===== config.mk =====
export PLATFORM = sky130hd
export DESIGN_NAME = salwc_ctrl
export DESIGN_NICKNAME = d
export VERILOG_FILES = /design/src/hdl/salwc_pkg.sv /design/src/hdl/salwc_ctrl.sv
export SDC_FILE = /design/constraint.sdc
export NUM_CORES = 1
export LEC_CHECK = 0
export BUFFER_PORTS_ARGS = -buffer_cell sky130_fd_sc_hd__clkbuf_2
export CAP_MARGIN = 15
export CORE_AREA = 2 2 39 41
export CTS_BUF_LIST = sky130_fd_sc_hd__clkbuf_2
export CTS_CLUSTER_DIAMETER = 40
export CTS_CLUSTER_SIZE = 24
export DETAILED_ROUTE_END_ITERATION = 8
export DIE_AREA = 0 0 41 43
export GPL_ROUTABILITY_DRIVEN = 0
export GPL_TIMING_DRIVEN = 0
export PLACE_DENSITY = 0.66
export SLEW_MARGIN = 10
export SYNTH_ARGS = -nofsm -noshare
export SYNTH_HDL_FRONTEND = slang
export SYNTH_SLANG_ARGS = --single-unit

===== constraint.sdc =====
create_clock -name clk_i -period 2.02 [get_ports clk_i]
set_input_delay 0.202 -clock clk_i [delete_from_list [all_inputs] [get_ports clk_i]]
set_output_delay 0.202 -clock clk_i [all_outputs]
set_load 0.05 [all_outputs]

===== src/hdl/salwc_pkg.sv =====
`timescale 1ns / 1ps
// ----------------------------------------------------------------------------
// salwc_pkg: shared types and constants for the LRU write-back cache
// Command codes, field widths and the controller/datapath command struct.
// ----------------------------------------------------------------------------
package salwc_pkg;

  localparam int unsigned CmdW  = 2;
  localparam int unsigned AddrW = 16;
  localparam int unsigned DataW = 16;

  localparam logic [CmdW-1:0] CMD_READ  = 2'd0;
  localparam logic [CmdW-1:0] CMD_WRITE = 2'd1;
  localparam logic [CmdW-1:0] CMD_LOAD  = 2'd2;

  localparam logic [7:0] BYTE_MASK = 8'hFF;

  // controller -> datapath commands
  typedef struct packed {
    logic capture;    // latch the incoming item
    logic lookup;     // register tag compare and victim choice
    logic mem_rd;     // start read of memory word (refill or load merge)
    logic mem_wb;     // write victim line back to memory
    logic mem_ld;     // direct memory load
    logic fill;       // install refilled line
    logic update;     // read/merge, touch ages, build result
    logic clr_res;    // result of load or unused command
  } salwc_cmd_t;

  // datapath -> controller status
  typedef struct packed {
    logic [CmdW-1:0] cmd;
    logic            hit;
    logic            victim_dirty;
  } salwc_sts_t;

  // merge write data into an old word
  function automatic logic [DataW-1:0] merge_word(input logic [DataW-1:0] old_w,
                                                  input logic [DataW-1:0] data,
                                                  input logic             word,
                                                  input logic             high);
    logic [DataW-1:0] r;
    if (word) begin
      r = data;
    end else if (high) begin
      r = {data[7:0] & BYTE_MASK, old_w[7:0]};
    end else begin
      r = {old_w[15:8], data[7:0] & BYTE_MASK};
    end
    return r;
  endfunction

endpackage


===== src/hdl/salwc_ctrl.sv =====
`timescale 1ns / 1ps
// ----------------------------------------------------------------------------
// salwc_ctrl: sequencing state machine
// Steps one item through lookup, write-back, refill and update, or a direct load.
// ----------------------------------------------------------------------------
module salwc_ctrl (
  input  logic                  clk_i,
  input  logic                  rst_ni,
  input  logic                  in_valid_i,
  output logic                  in_ready_o,
  output logic                  res_load_o,
  input  logic                  res_free_i,
  input  salwc_pkg::salwc_sts_t sts_i,
  output salwc_pkg::salwc_cmd_t cmd_o
);
  import salwc_pkg::*;

  typedef enum logic [2:0] {
    S_IDLE, S_LOOK, S_WB, S_RD, S_FILL, S_UPD, S_LD
  } state_e;

  state_e state_q;
  logic   looked_q;

  assign in_ready_o = (state_q == S_IDLE);

  always_comb begin
    cmd_o         = '0;
    res_load_o    = 1'b0;
    cmd_o.capture = (state_q == S_IDLE) && in_valid_i;
    unique case (state_q)
      S_IDLE: ;
      S_LOOK: begin
        if (sts_i.cmd == CMD_LOAD) begin
          // fetch the old word for a byte merge
          cmd_o.mem_rd = 1'b1;
        end else if (sts_i.cmd != CMD_READ && sts_i.cmd != CMD_WRITE) begin
          if (res_free_i) begin
            cmd_o.clr_res = 1'b1;
            res_load_o    = 1'b1;
          end
        end else begin
          cmd_o.lookup = 1'b1;
        end
      end
      S_LD: begin
        if (res_free_i) begin
          cmd_o.mem_ld  = 1'b1;
          cmd_o.clr_res = 1'b1;
          res_load_o    = 1'b1;
        end
      end
      S_WB:   cmd_o.mem_wb = 1'b1;
      S_RD:   cmd_o.mem_rd = 1'b1;
      S_FILL: cmd_o.fill   = 1'b1;
      S_UPD: begin
        // a fresh miss goes to refill first
        if (!(looked_q && !sts_i.hit) && res_free_i) begin
          cmd_o.update = 1'b1;
          res_load_o   = 1'b1;
        end
      end
      default: ;
    endcase
  end

  // state register; lookup result is registered and seen in S_UPD
  always_ff @(posedge clk_i or negedge rst_ni) begin
    if (!rst_ni) begin
      state_q  <= S_IDLE;
      looked_q <= 1'b0;
    end else begin
      looked_q <= 1'b0;
      unique case (state_q)
        S_IDLE: if (in_valid_i) state_q <= S_LOOK;
        S_LOOK: begin
          if (sts_i.cmd == CMD_READ || sts_i.cmd == CMD_WRITE) begin
            state_q  <= S_UPD;
            looked_q <= 1'b1;
          end else if (sts_i.cmd == CMD_LOAD) begin
            state_q <= S_LD;
          end else if (res_free_i) begin
            state_q <= S_IDLE;
          end
        end
        S_LD:   if (res_free_i) state_q <= S_IDLE;
        S_WB:   state_q <= S_RD;
        S_RD:   state_q <= S_FILL;
        S_FILL: state_q <= S_UPD;
        S_UPD: begin
          if (looked_q && !sts_i.hit) begin
            state_q <= sts_i.victim_dirty ? S_WB : S_RD;
          end else if (res_free_i) begin
            state_q <= S_IDLE;
          end
        end
        default: state_q <= S_IDLE;
      endcase
    end
  end

`ifndef NO_ASSERTIONS
  a_ready_idle: assert property (@(posedge clk_i) disable iff (!rst_ni)
    in_ready_o |-> state_q == S_IDLE) else $error("ready outside idle");
  a_wb_then_rd: assert property (@(posedge clk_i) disable iff (!rst_ni)
    state_q == S_WB |=> state_q == S_RD) else $error("write-back not followed by refill");
  a_fill_upd: assert property (@(posedge clk_i) disable iff (!rst_ni)
    state_q == S_FILL |=> state_q == S_UPD) else $error("fill not followed by update");
`endif
endmodule


==> PnR_summary.wiki, run 1 <==
{| class="wikitable"
! Metric !! Value
|-
| Setup-failing EPs final || 0
|-
| Critical path data arrival time || 1540 ps
|-
| Total number of vias || 402
|-
| DR DRC count || 0
|-
| FF-to-FF setup slack || approximately 800 ps
|-
| Final min period || 1740 ps
|-
| DRC violation total after the first TritonRoute iteration || 3
|-
| Largest driver fanout on the critical path || 5
|-
| Worst Hold Slack || 237 ps
|-
| Area of the multi-input gates || 267 µm²
|-
| Synth Warn # || 0
|-
| Worst path top cell family by delay || simple AND/OR/NAND/NOR gates
|-
| Total number of clock tree sinks || 4
|-
| H-tree levels || 1
|-
| Layout Nets || 78
|-
| Die span in y || ~43 µm
|-
| Flip-flop and latch count after synthesis || 4
|-
| Post-synthesis instance area || 393 µm²
|-
| Highest clock rate || 0.576 GHz
|-
| Status || completed
|-
| Total chip power || 0.911 mW
|-
| Post-synthesis mux area share || 0%
|-
| Detailed-route vias per instance || about 4.8
|-
| Critical Path, Cell by Cell || nor3b_2, nand3_1, a21boi_2, or2_1, clkbuf_2
|-
| Unrepaired setup endpoints after global routing || no
|-
| GR Layer Usage met3 || 5.24%
|-
| Worst reg-to-reg path cell count || 4
|-
| WS Path Type || flip-flop to output port
|-
| Kind of end point of the critical path || output port
|-
| Number of I/O port buffers || 17
|-
| Cell variety after synth || 26
|-
| Ports placed on the boundary || 18
|-
| GRT met2 Usage || 16.3%
|-
| Fin Clk Skew || 4.21 ps
|-
| Area of the core || 1380 µm²
|-
| Gr ovfl total || 0
|-
| Period Utilization, post-route || 86.0%
|-
| Count of buffers added by post-CTS timing repair for setup || 0
|-
| Mean Syn Cell Area || about 8.4 µm²
|-
| Total power per unit cell area || 1720 nW/µm²
|-
| Final hold viol count || 0
|-
| Final max-slew violation count || 0
|-
| Horizontal extent of the die || 41 µm
|-
| Placed wire-length estimate after detailed placement || 694 µm
|-
| Antenna violations before repair || 0
|-
| Area growth from synthesis to final layout || 34.7%
|-
| Launching element of the worst setup path || state_q[0]$_DFFE_PN0P_
|-
| Max-cap violations || 0
|-
| Number of fill cells in the layout || 148
|-
| Setup slack after layout || 283 ps
|-
| Sequential standard cell area || between 100 and 150 µm²
|-
| Synthesized-area fraction occupied by xor and xnor cells || 0%
|-
| Adder-cell share of the synthesized area || 0%
|-
| Die ar. || 1760 µm²
|-
| Initial core utilization || about 28%
|-
| Post-synthesis share of cell area spent on and, or, nand and nor gates || between 40% and 50%
|-
| Gr busiest metal || met1
|-
| Summed negative setup slack over all endpoints || 0 ps
|-
| First-pass GRT wire length || about 1.5 mm
|-
| Number of detailed-routing iterations run before antenna repair || 3
|-
| Complex-gate fraction of the synthesized area || approximately 18%
|-
| Critical R2R Capture || state_q[0]$_DFFE_PN0P_
|-
| Worst vdd ir || 0.805 mV
|-
| Worst Hold Class || primary input to flip-flop
|-
| Slew at the pin closest to its max-slew limit || between 200 and 300 ps
|-
| Remaining antenna violation count || 0
|-
| Crit path buf inv count || 1
|-
| Number of nets in the synthesized netlist || 55
|-
| Clock tree from TritonCTS || yes
|-
| Final routed wirelength across all metal layers || 879 µm
|-
| Gr usage total || about 12%
|-
| Clock insertion delay at the later pin of the skew report || roughly 210 ps
|-
| Combinational family with the most area after synthesis || simple AND/OR/NAND/NOR gates
|-
| Required time of the critical path || 1820 ps
|-
| Longest individual stage delay on the worst path || roughly 400 ps
|-
| Sequential share of the synthesized area || about a quarter
|-
| Startpoint type of the worst setup path || flip-flop
|-
| Number of global-route vias before repair || approximately 350
|-
| Root Driver || sky130_fd_sc_hd__clkbuf_2
|-
| CP Capture Point || res_load_o
|-
| Cell Rows || 14
|-
| Worst rel slew slack || 81.6%
|-
| Number of cells on the critical path || 5
|-
| Met1 layer usage reported by global route || 16.6%
|-
| Syn Inst Count || 47
|-
| CTS buffer count || 3
|-
| Startpoint of the worst register-to-register path || state_q[1]$_DFFE_PN0P_
|-
| Pleak || 0.261 nW
|-
| Slowest library cell on the worst path || sky130_fd_sc_hd__dfrtp_1
|-
| DP Worst Slack || ~490 ps
|-
| ANT cells || 0
|-
| Average detailed-routed wire length per instance || about 10 µm
|-
| Fraction of final layout cells with drive strength greater than 1 || between 40% and 50%
|-
| Clock transition at path regs || approximately 40 ps
|-
| Largest net degree at the start of global routing || 11
|-
| Worst hold path startpoint || in_valid_i
|-
| Clk buf depth || 2
|}
## what timing repair did
item                                   4_1_cts  5_1_grt
endpoints found under the hold margin        4        0
hold buffers                                 1        0
resized for setup                            0        0
## cell usage in the layout, fill, tap and decap left out, types with 2 or more instances in the layout
cell,netlist,routed
sky130_fd_sc_hd__nor2_1,3,3
sky130_fd_sc_hd__dfrtp_1,4,4
sky130_fd_sc_hd__clkbuf_2,0,20
sky130_fd_sc_hd__nor2b_1,5,5
sky130_fd_sc_hd__nand3_1,2,2
sky130_fd_sc_hd__inv_1,2,2
sky130_fd_sc_hd__buf_2,2,2
sky130_fd_sc_hd__nand2_1,5,5
sky130_fd_sc_hd__o311ai_1,2,2
sky130_fd_sc_hd__a21oi_1,4,4
## state kept, by name, summed over array words and instances (netlist names)
name / cells
state_q: 3
looked_q: 1
## worst register-to-register path, cell delays in order, from the launching register on
cell	delay, ps
sky130_fd_sc_hd__dfrtp_1	410
sky130_fd_sc_hd__buf_6	160
sky130_fd_sc_hd__nor4_2	250
sky130_fd_sc_hd__a21oi_1	80
sky130_fd_sc_hd__a221oi_2	230
## report_power, final
part | switching (mW) | internal (mW) | total [mW] | leakage, nW
logic | 0.461 | 0.222 | 0.683 | 0.198
registers | 0.0365 | 0.118 | 0.154 | 0.0501
clock network | 0.0332 | 0.0399 | 0.0731 | 0.0125
## through the flow
stage	cell area (µm²)	cells	util, %
after global placement	504	80	36.4
after global routing	529	84	38.2
after CTS	529	84	38.2
after floorplan	399	47	-
final	529	84	38.2
after detailed placement	504	80	36.4
## worst min path at each step
stage | depth (start not counted) | slack, ps | endpoint
floorplan | 0 | -90 | looked_q$_DFF_PN0_
global placement | 1 | 10 | looked_q$_DFF_PN0_
detailed placement | 1 | 10 | state_q[2]$_DFFE_PN0P_
CTS | 3 | 220 | state_q[0]$_DFFE_PN0P_
global route | 3 | 220 | state_q[0]$_DFFE_PN0P_
finish | 3 | 240 | state_q[0]$_DFFE_PN0P_
## layer usage
layer / share of wire, % / vias to the layer above
met2: 46 / 16
li1: - / 206
met1: 44 / 178
met4: 1.9 / 0
met5: 0 / -
met3: 7.3 / 2
## Yosys cell counts
master | number | area (µm²)
sky130_fd_sc_hd__nand2b_4 | 1 | 13.8
sky130_fd_sc_hd__and4_4 | 1 | 11.3
sky130_fd_sc_hd__inv_1 | 2 | 7.51
sky130_fd_sc_hd__nand2_1 | 5 | 18.8
sky130_fd_sc_hd__buf_2 | 2 | 10.0
sky130_fd_sc_hd__and2_1 | 1 | 6.26
sky130_fd_sc_hd__or2_1 | 1 | 6.26
sky130_fd_sc_hd__o21ai_1 | 1 | 5.00
sky130_fd_sc_hd__and3_1 | 1 | 6.26
sky130_fd_sc_hd__nand3_1 | 2 | 10.0
sky130_fd_sc_hd__nor2b_1 | 5 | 31.3
sky130_fd_sc_hd__a21boi_2 | 1 | 11.3
sky130_fd_sc_hd__nor4_2 | 1 | 12.5
sky130_fd_sc_hd__nor3_2 | 2 | 20.0
sky130_fd_sc_hd__and4b_1 | 1 | 10.0
sky130_fd_sc_hd__inv_2 | 1 | 3.75
sky130_fd_sc_hd__nor3b_1 | 1 | 7.51
sky130_fd_sc_hd__nand2b_1 | 1 | 6.26
sky130_fd_sc_hd__a21oi_1 | 4 | 20.0
sky130_fd_sc_hd__o311ai_1 | 2 | 17.5
sky130_fd_sc_hd__and2b_1 | 1 | 7.51
sky130_fd_sc_hd__buf_6 | 1 | 11.3
sky130_fd_sc_hd__nor3b_2 | 1 | 12.5
sky130_fd_sc_hd__a221oi_2 | 1 | 15.0
sky130_fd_sc_hd__nor2_1 | 3 | 11.3
sky130_fd_sc_hd__dfrtp_1 | 4 | 100
## area by class of cell
cell class / instances / area share, %
well taps: 16 / 3.78
inverters: 3 / 2.13
flip-flops and latches: 4 / 18.9
clock buffers: 3 / 2.84
repair buffers: 18 / 18.0
multi-input cells: 37 / 50.4
plain buffers: 3 / 4.02
## cell families after synthesis
kind of cell | Yosys count
simple gates | 28
buf+inv | 6
flops | 4
compound gates | 9
Power figures use the tool's default switching activity.
==> run 2: changes to the inputs <==
- ABC_AREA: default -> 1
- PLACE_DENSITY: 0.66 -> 0.62
==> PnR_summary.wiki, run 2 <==
{| class="wikitable"
! Metric !! Value
|-
| List of most frequent post-synthesis cells || 11 x sky130_fd_sc_hd__inv_1, 11 x sky130_fd_sc_hd__nor2_1, 10 x sky130_fd_sc_hd__nand2_1
|-
| First-pass GRT wire length || 1.39 mm (-5.6%)
|-
| Post-synthesis instance area || 343 µm² (-13%)
|-
| Root Driver || sky130_fd_sc_hd__clkbuf_2
|-
| Commonest non-fill, non-tap cells in the layout || 20 x sky130_fd_sc_hd__clkbuf_2, 11 x sky130_fd_sc_hd__inv_1, 11 x sky130_fd_sc_hd__nor2_1, 10 x sky130_fd_sc_hd__nand2_1, 5 x sky130_fd_sc_hd__nand3_1
|-
| Highest clock rate || 0.589 GHz (+2.3%)
|-
| Longest individual stage delay on the worst path || 470 ps (+70 ps)
|-
| Final hold viol count || 0 (unchanged)
|-
| Total number of vias || 424 (+5.5%)
|-
| Unrepaired setup endpoints after global routing || no
|-
| Period Utilization, post-route || 84.1% (-1.9 points)
|-
| Worst path top cell family by delay || simple AND/OR/NAND/NOR gates
|-
| Area of the multi-input gates || 194 µm² (-27%)
|-
| Largest net degree at the start of global routing || 10 (-1)
|-
| Average detailed-routed wire length per instance || 8.97 µm (-14%)
|-
| Slew at the pin closest to its max-slew limit || 260 ps (-11.4 ps)
|-
| Placed wire-length estimate after detailed placement || 677 µm (-2.5%)
|-
| Crit path buf inv count || 1 (unchanged)
|-
| WS Path Type || flip-flop to output port
|-
| Gr usage total || 11.8% (-0.48 points)
|-
| Number of fill cells in the layout || 158 (+6.8%)
|-
| Cell variety after synth || 16 (-38%)
|-
| Sequential standard cell area || 100 µm² (unchanged)
|-
| Leading post-synthesis cells by cell area || sky130_fd_sc_hd__dfrtp_1 29%, sky130_fd_sc_hd__inv_1 12%, sky130_fd_sc_hd__nor2_1 12%
|-
| Met1 layer usage reported by global route || 14.1% (-2.5 points)
|-
| Pleak || 0.301 nW (+15%)
|-
| Number of detailed-routing iterations run before antenna repair || 5 (+2)
|-
| Detailed-route vias per instance || 4.46 (-6.7%)
|-
| Critical path data arrival time || 1500 ps (-40 ps)
|-
| Die span in y || 43 µm (unchanged)
|-
| Summed negative setup slack over all endpoints || 0 ps (unchanged)
|-
| Worst vdd ir || 0.856 mV (+6.4%)
|-
| GRT met2 Usage || 17.5% (+1.2 points)
|-
| Clock tree from TritonCTS || yes
|-
| Layout Cells excl Fill || 95 (+13%)
|-
| Largest driver fanout on the critical path || 7 (+2)
|-
| Final max-slew violation count || 0 (unchanged)
|-
| Remaining antenna violation count || 0 (unchanged)
|-
| Layout Nets || 89 (+14%)
|-
| Critical Path, Cell by Cell || nand2_2, nor3_1, nand2_1, nand3_1, clkbuf_2
|-
| Worst Hold Class || primary input to flip-flop
|-
| Cell Rows || 14 (unchanged)
|-
| H-tree levels || 1 (unchanged)
|-
| Main synth FF type || sky130_fd_sc_hd__dfrtp_1
|-
| Worst rel slew slack || 82.5% (+0.91 points)
|-
| Total power per unit cell area || 1700 nW/µm² (-1.3%)
|-
| Fraction of final layout cells with drive strength greater than 1 || 31.6% (-15 points)
|-
| GR Layer Usage met3 || 1.57% (-3.7 points)
|-
| Sequential share of the synthesized area || 29.2% (+3.7 points)
|-
| Post-Layout Inst Area || 473 µm² (-11%)
|-
| Synth Warn # || 0 (unchanged)
|-
| Final min period || 1700 ps (-38.2 ps)
|-
| Startpoint type of the worst setup path || flip-flop
|-
| Number of global-route vias before repair || 382 (+8.8%)
|-
| Fin Clk Skew || 3.90 ps (-0.306 ps)
|-
| Antenna violations before repair || 0 (unchanged)
|-
| Kind of end point of the critical path || output port
|-
| Required time of the critical path || 1820 ps (about the same)
|-
| Total number of clock tree sinks || 4 (unchanged)
|-
| Clock transition at path regs || 50 ps (about the same)
|-
| Library cell occupying the most area in the post-synthesis netlist || sky130_fd_sc_hd__dfrtp_1
|-
| Initial core utilization || 24.8% (-3.6 points)
|-
| Final routed wirelength across all metal layers || 852 µm (-3.1%)
|-
| Max-cap violations || 0 (unchanged)
|-
| DR DRC count || 0 (unchanged)
|-
| Setup-failing EPs final || 0 (unchanged)
|-
| DRC violation total after the first TritonRoute iteration || 5 (+2)
|-
| Flip-flop and latch count after synthesis || 4 (unchanged)
|-
| Syn Inst Count || 58 (+23%)
|-
| Largest registers || state_q: 3 flops, looked_q: 1 flops
|-
| Max reg flops || 3 (unchanged)
|-
| Most common library cell in the layout ignoring fill and taps || sky130_fd_sc_hd__clkbuf_2
|-
| Total chip power || 0.803 mW (-12%)
|-
| Instance area after placement || 448 µm² (-11%)
|-
| Largest register by flop count || state_q
|-
| CTS buffer count || 3 (unchanged)
|-
| Placed cell count || 91 (+14%)
|-
| FF-to-FF setup slack || 890 ps (+90 ps)
|-
| Number of nets in the synthesized netlist || 66 (+20%)
|-
| Gr busiest metal || met2
|-
| Ports placed on the boundary || 18 (unchanged)
|-
| Gr ovfl total || 0 (unchanged)
|-
| Area growth from synthesis to final layout || 38.0%
|-
| ANT cells || 0 (unchanged)
|-
| Top-area cell type share of the netlist area || 29.2% (+3.7 points)
|-
| Mean Syn Cell Area || 5.91 µm² (-29%)
|-
| Count of flip-flops with a built-in enable after synthesis || 0 (unchanged)
|-
| Die ar. || 1760 µm² (unchanged)
|-
| Slowest library cell on the worst path || sky130_fd_sc_hd__dfrtp_1
|-
| Status || completed
|-
| Horizontal extent of the die || 41 µm (unchanged)
|-
| Clock insertion delay at the later pin of the skew report || 220 ps (about the same)
|-
| Clk buf depth || 2 (unchanged)
|-
| Post-synthesis async set-or-reset flop share || 100% (unchanged)
|-
| Area of the core || 1380 µm² (unchanged)
|-
| Number of I/O port buffers || 17 (unchanged)
|}
## run 2: worst min-delay path, stage by stage
cell	delay (ps)
sky130_fd_sc_hd__clkbuf_2	90
sky130_fd_sc_hd__nor2_1	40
sky130_fd_sc_hd__nor2_1	80
## run 2: final timing paths
kind,depth (start not counted),from,to
worst max register to register,5,state_q[0]$_DFFE_PN0P_,state_q[2]$_DFFE_PN0P_
min in group asynchronous,2,rst_ni,state_q[1]$_DFFE_PN0P_
max in group asynchronous,2,rst_ni,state_q[2]$_DFFE_PN0P_
worst min register to register,4,looked_q$_DFF_PN0_,state_q[1]$_DFFE_PN0P_
worst max-delay path,5,state_q[0]$_DFFE_PN0P_,res_load_o
worst min-delay path,3,in_valid_i,state_q[0]$_DFFE_PN0P_
## run 2: stage by stage
step	worst slack [ps]	utilization, %	hold WS [ps]
global route	217	34.2	236
finish	321	34.2	234
CTS	312	34.2	233
global placement	562	32.4	11.0
floorplan	102	-	-93.6
detailed placement	556	32.4	12.1
## run 2: kinds of logic after synthesis
group | after synthesis | synth area share, %
flip-flops | 4 | 29.2
AO/OA/AOI/OAI | 6 | 9.49
buffers and inverters | 13 | 14.2
AND/OR/NAND/NOR | 35 | 47.1
## run 2: timing repair
action                                 in CTS  in global routing
hold buffers                                1                  0
resized for setup                           0                  0
setup endpoints to repair                   0                  0
setup buffers                               0                  0
endpoints found under the hold margin       4                  0
## run 2: power breakdown
group	switching (mW)	internal, mW
Sequential	0.0528	0.117
Clock	0.0366	0.0399
Combinational	0.420	0.136
## run 2: metal layers
layer	wire, µm	up-vias
met5	0	-
met4	12	0
met3	44	2
met2	388	12
met1	407	184
li1	-	226
## run 2: final cells by class
cell class                 count  area share (%)
tap                           16            4.23
inverter                      13            10.3
multi-input combinational     41            41.0
sequential                     4            21.2
clock buffer                   3            3.17
timing repair buffer          18            20.1
==> run 3: changes to the inputs <==
- ABC_AREA: 1 -> 0
- PLACE_DENSITY: 0.62 -> 0.66
- clock period: 2.02 -> 1.75 ns (I/O delays scaled with it)
==> PnR_summary.wiki, run 3 (synthesized netlist as in run 1, its figures left out) <==
{| class="wikitable"
! Metric !! Value
|-
| Status || completed
|-
| Clock transition at path regs || 40 ps (about the same)
|-
| WS Path Type || flip-flop to output port
|-
| Fin Clk Skew || 2.18 ps (-1.72 ps)
|-
| Area growth from synthesis to final layout || 43.9%
|-
| Largest driver fanout on the critical path || 10 (+3)
|-
| Commonest non-fill, non-tap cells in the layout || 18 x sky130_fd_sc_hd__clkbuf_2, 5 x sky130_fd_sc_hd__nand2_1, 4 x sky130_fd_sc_hd__nor2b_1, 4 x sky130_fd_sc_hd__a21oi_1, 4 x sky130_fd_sc_hd__dfrtp_1
|-
| Initial core utilization || 28.4% (+3.6 points)
|-
| Max reg flops || 3 (unchanged)
|-
| Gr usage total || 13.5% (+1.7 points)
|-
| Root Driver || sky130_fd_sc_hd__clkbuf_2
|-
| Post-Route M1 WL || 370 µm (-9.1%)
|-
| Most common library cell in the layout ignoring fill and taps || sky130_fd_sc_hd__clkbuf_2
|-
| Met2 wirelength from detailed routing || 477 µm (+23%)
|-
| Area of the core || 1380 µm² (unchanged)
|-
| ANT cells || 0 (unchanged)
|-
| Die span in y || 43 µm (unchanged)
|-
| Number of I/O port buffers || 17 (unchanged)
|-
| Gr ovfl total || 0 (unchanged)
|-
| Ports placed on the boundary || 18 (unchanged)
|-
| Critical path data arrival time || 1460 ps (-40 ps)
|-
| Met3 routed WL || 64 µm (+45%)
|-
| Layout Nets || 80 (-10%)
|-
| Total number of vias || 399 (-5.9%)
|-
| Final hold viol count || 0 (unchanged)
|-
| Antenna violations before repair || 0 (unchanged)
|-
| Slew at the pin closest to its max-slew limit || 260 ps (-0.341 ps)
|-
| Average detailed-routed wire length per instance || 10.6 µm (+18%)
|-
| H-tree levels || 1 (unchanged)
|-
| DRC violation total after the first TritonRoute iteration || 2 (-3)
|-
| Total chip power || 1.14 mW (+42%)
|-
| Worst vdd ir || 1.47 mV (+72%)
|-
| Setup-failing EPs final || 0 (unchanged)
|-
| Final routed wirelength across all metal layers || 911 µm (+6.9%)
|-
| Kind of end point of the critical path || output port
|-
| Horizontal extent of the die || 41 µm (unchanged)
|-
| Fraction of final layout cells with drive strength greater than 1 || 52.9% (+21 points)
|-
| Worst Hold Slack || 213 ps (-21.1 ps)
|-
| Placed wire-length estimate after detailed placement || 705 µm (+4.2%)
|-
| Number of fill cells in the layout || 150 (-5.1%)
|-
| First-pass GRT wire length || 1.61 mm (+16%)
|-
| DP Worst Slack || 244 ps (-311 ps)
|-
| Period Utilization, post-route || 93.3%
|-
| Detailed-route vias per instance || 4.64 (+4.0%)
|-
| Number of global-route vias before repair || 380 (-0.52%)
|-
| Total power per unit cell area || 2010 nW/µm² (+18%)
|-
| Final min period || between 1500 and 2000 ps
|-
| Number of detailed-routing iterations run before antenna repair || 4 (-1)
|-
| Pleak || 0.276 nW (-8.4%)
|-
| Clock insertion delay at the later pin of the skew report || 200 ps (-20 ps)
|-
| Cell Rows || 14 (unchanged)
|-
| Max-cap violations || 0 (unchanged)
|-
| Die ar. || 1760 µm² (unchanged)
|-
| Total number of clock tree sinks || 4 (unchanged)
|-
| DR DRC count || 0 (unchanged)
|-
| Startpoint type of the worst setup path || flip-flop
|-
| Largest registers || state_q: 3 flops, looked_q: 1 flops
|-
| Setup slack after layout || 118 ps (-203 ps)
|-
| Core Util, Final || 40.9% (+6.7 points)
|-
| CTS buffer count || 3 (unchanged)
|-
| Clock tree from TritonCTS || yes
|-
| Largest register by flop count || state_q
|-
| Remaining antenna violation count || 0 (unchanged)
|-
| Clk buf depth || 2 (unchanged)
|-
| Worst Hold Class || primary input to flip-flop
|-
| Summed negative setup slack over all endpoints || 0 ps (unchanged)
|-
| Final max-slew violation count || 0 (unchanged)
|-
| Highest metal layer used by the detailed router || met3
|-
| Largest net degree at the start of global routing || 11 (+1)
|-
| Required time of the critical path || 1570 ps (-250 ps)
|-
| Highest clock rate || 0.613 GHz
|-
| Worst rel slew slack || 82.4% (-0.12 points)
|}
-- run 3: cell count changes in the layout (fill, tap and decap cells not counted), sizes merged, moves of 3 or more --
cell	delta
buf	+6
nor2	-9
nand2	-6
a21oi	+3
inv	-10
nand3	-4
o21ai	-3
nor2b	+5
-- run 3: area by class of cell --
cell class,instances,area [µm²],area share [%]
buffer,3,23.8,4.20
clock buffer,3,15.0,2.65
inverter,3,11.3,1.99
multi-input combinational,37,283,50.0
sequential,4,100,17.7
tap,16,20.0,3.54
timing repair buffer,20,113,19.9
-- run 3: metal layers --
| layer | up-vias | GRT usage [%] |
|---|---|---|
| li1 | 211 | - |
| met1 | 173 | 17.9 |
| met2 | 15 | 20.0 |
| met3 | 0 | 4.71 |
| met4 | 0 | 4.00 |
| met5 | - | 0 |
-- run 3: power breakdown --
| part | total, mW | leakage, nW | internal, mW | switching (mW) |
|---|---|---|---|---|
| clock network | 0.0817 | 0.0125 | 0.0461 | 0.0357 |
| logic | 0.867 | 0.213 | 0.321 | 0.546 |
| registers | 0.188 | 0.0501 | 0.136 | 0.0520 |
-- run 3: worst max-delay path, stage by stage (launching register included) --
cell and delay (ps):
sky130_fd_sc_hd__dfrtp_1 410, sky130_fd_sc_hd__clkbuf_4 220, sky130_fd_sc_hd__nor3_4 230, sky130_fd_sc_hd__and2_1 140, sky130_fd_sc_hd__buf_2 250
-- run 3: path summary, 6_finish.rpt --
path | cells after the start | to | slack, ps | start
max in group asynchronous | 2 | state_q[0]$_DFFE_PN0P_ | 1320 | rst_ni
max reg2reg | 5 | state_q[2]$_DFFE_PN0P_ | 490 | state_q[0]$_DFFE_PN0P_
min | 3 | state_q[0]$_DFFE_PN0P_ | 210 | in_valid_i
min reg2reg | 2 | state_q[1]$_DFFE_PN0P_ | 630 | looked_q$_DFF_PN0_
max | 4 | cmd_o[7] | 120 | state_q[2]$_DFFE_PN0P_
min in group asynchronous | 2 | looked_q$_DFF_PN0_ | 310 | rst_ni
-- run 3: repair_timing --
item | 4_1_cts | 5_1_grt
hold buffers | 1 | 0
gates resized for setup | 0 | 7
endpoints found under the setup margin | 0 | 1
endpoints found under the hold margin | 4 | 0
buffers inserted | 0 | 2
-- run 3: through the flow --
stage	cells	area, µm²
2_1_floorplan	47	407
3_3_place_gp	80	512
3_5_place_dp	80	512
4_1_cts	84	537
5_1_grt	86	566
6_report	86	566
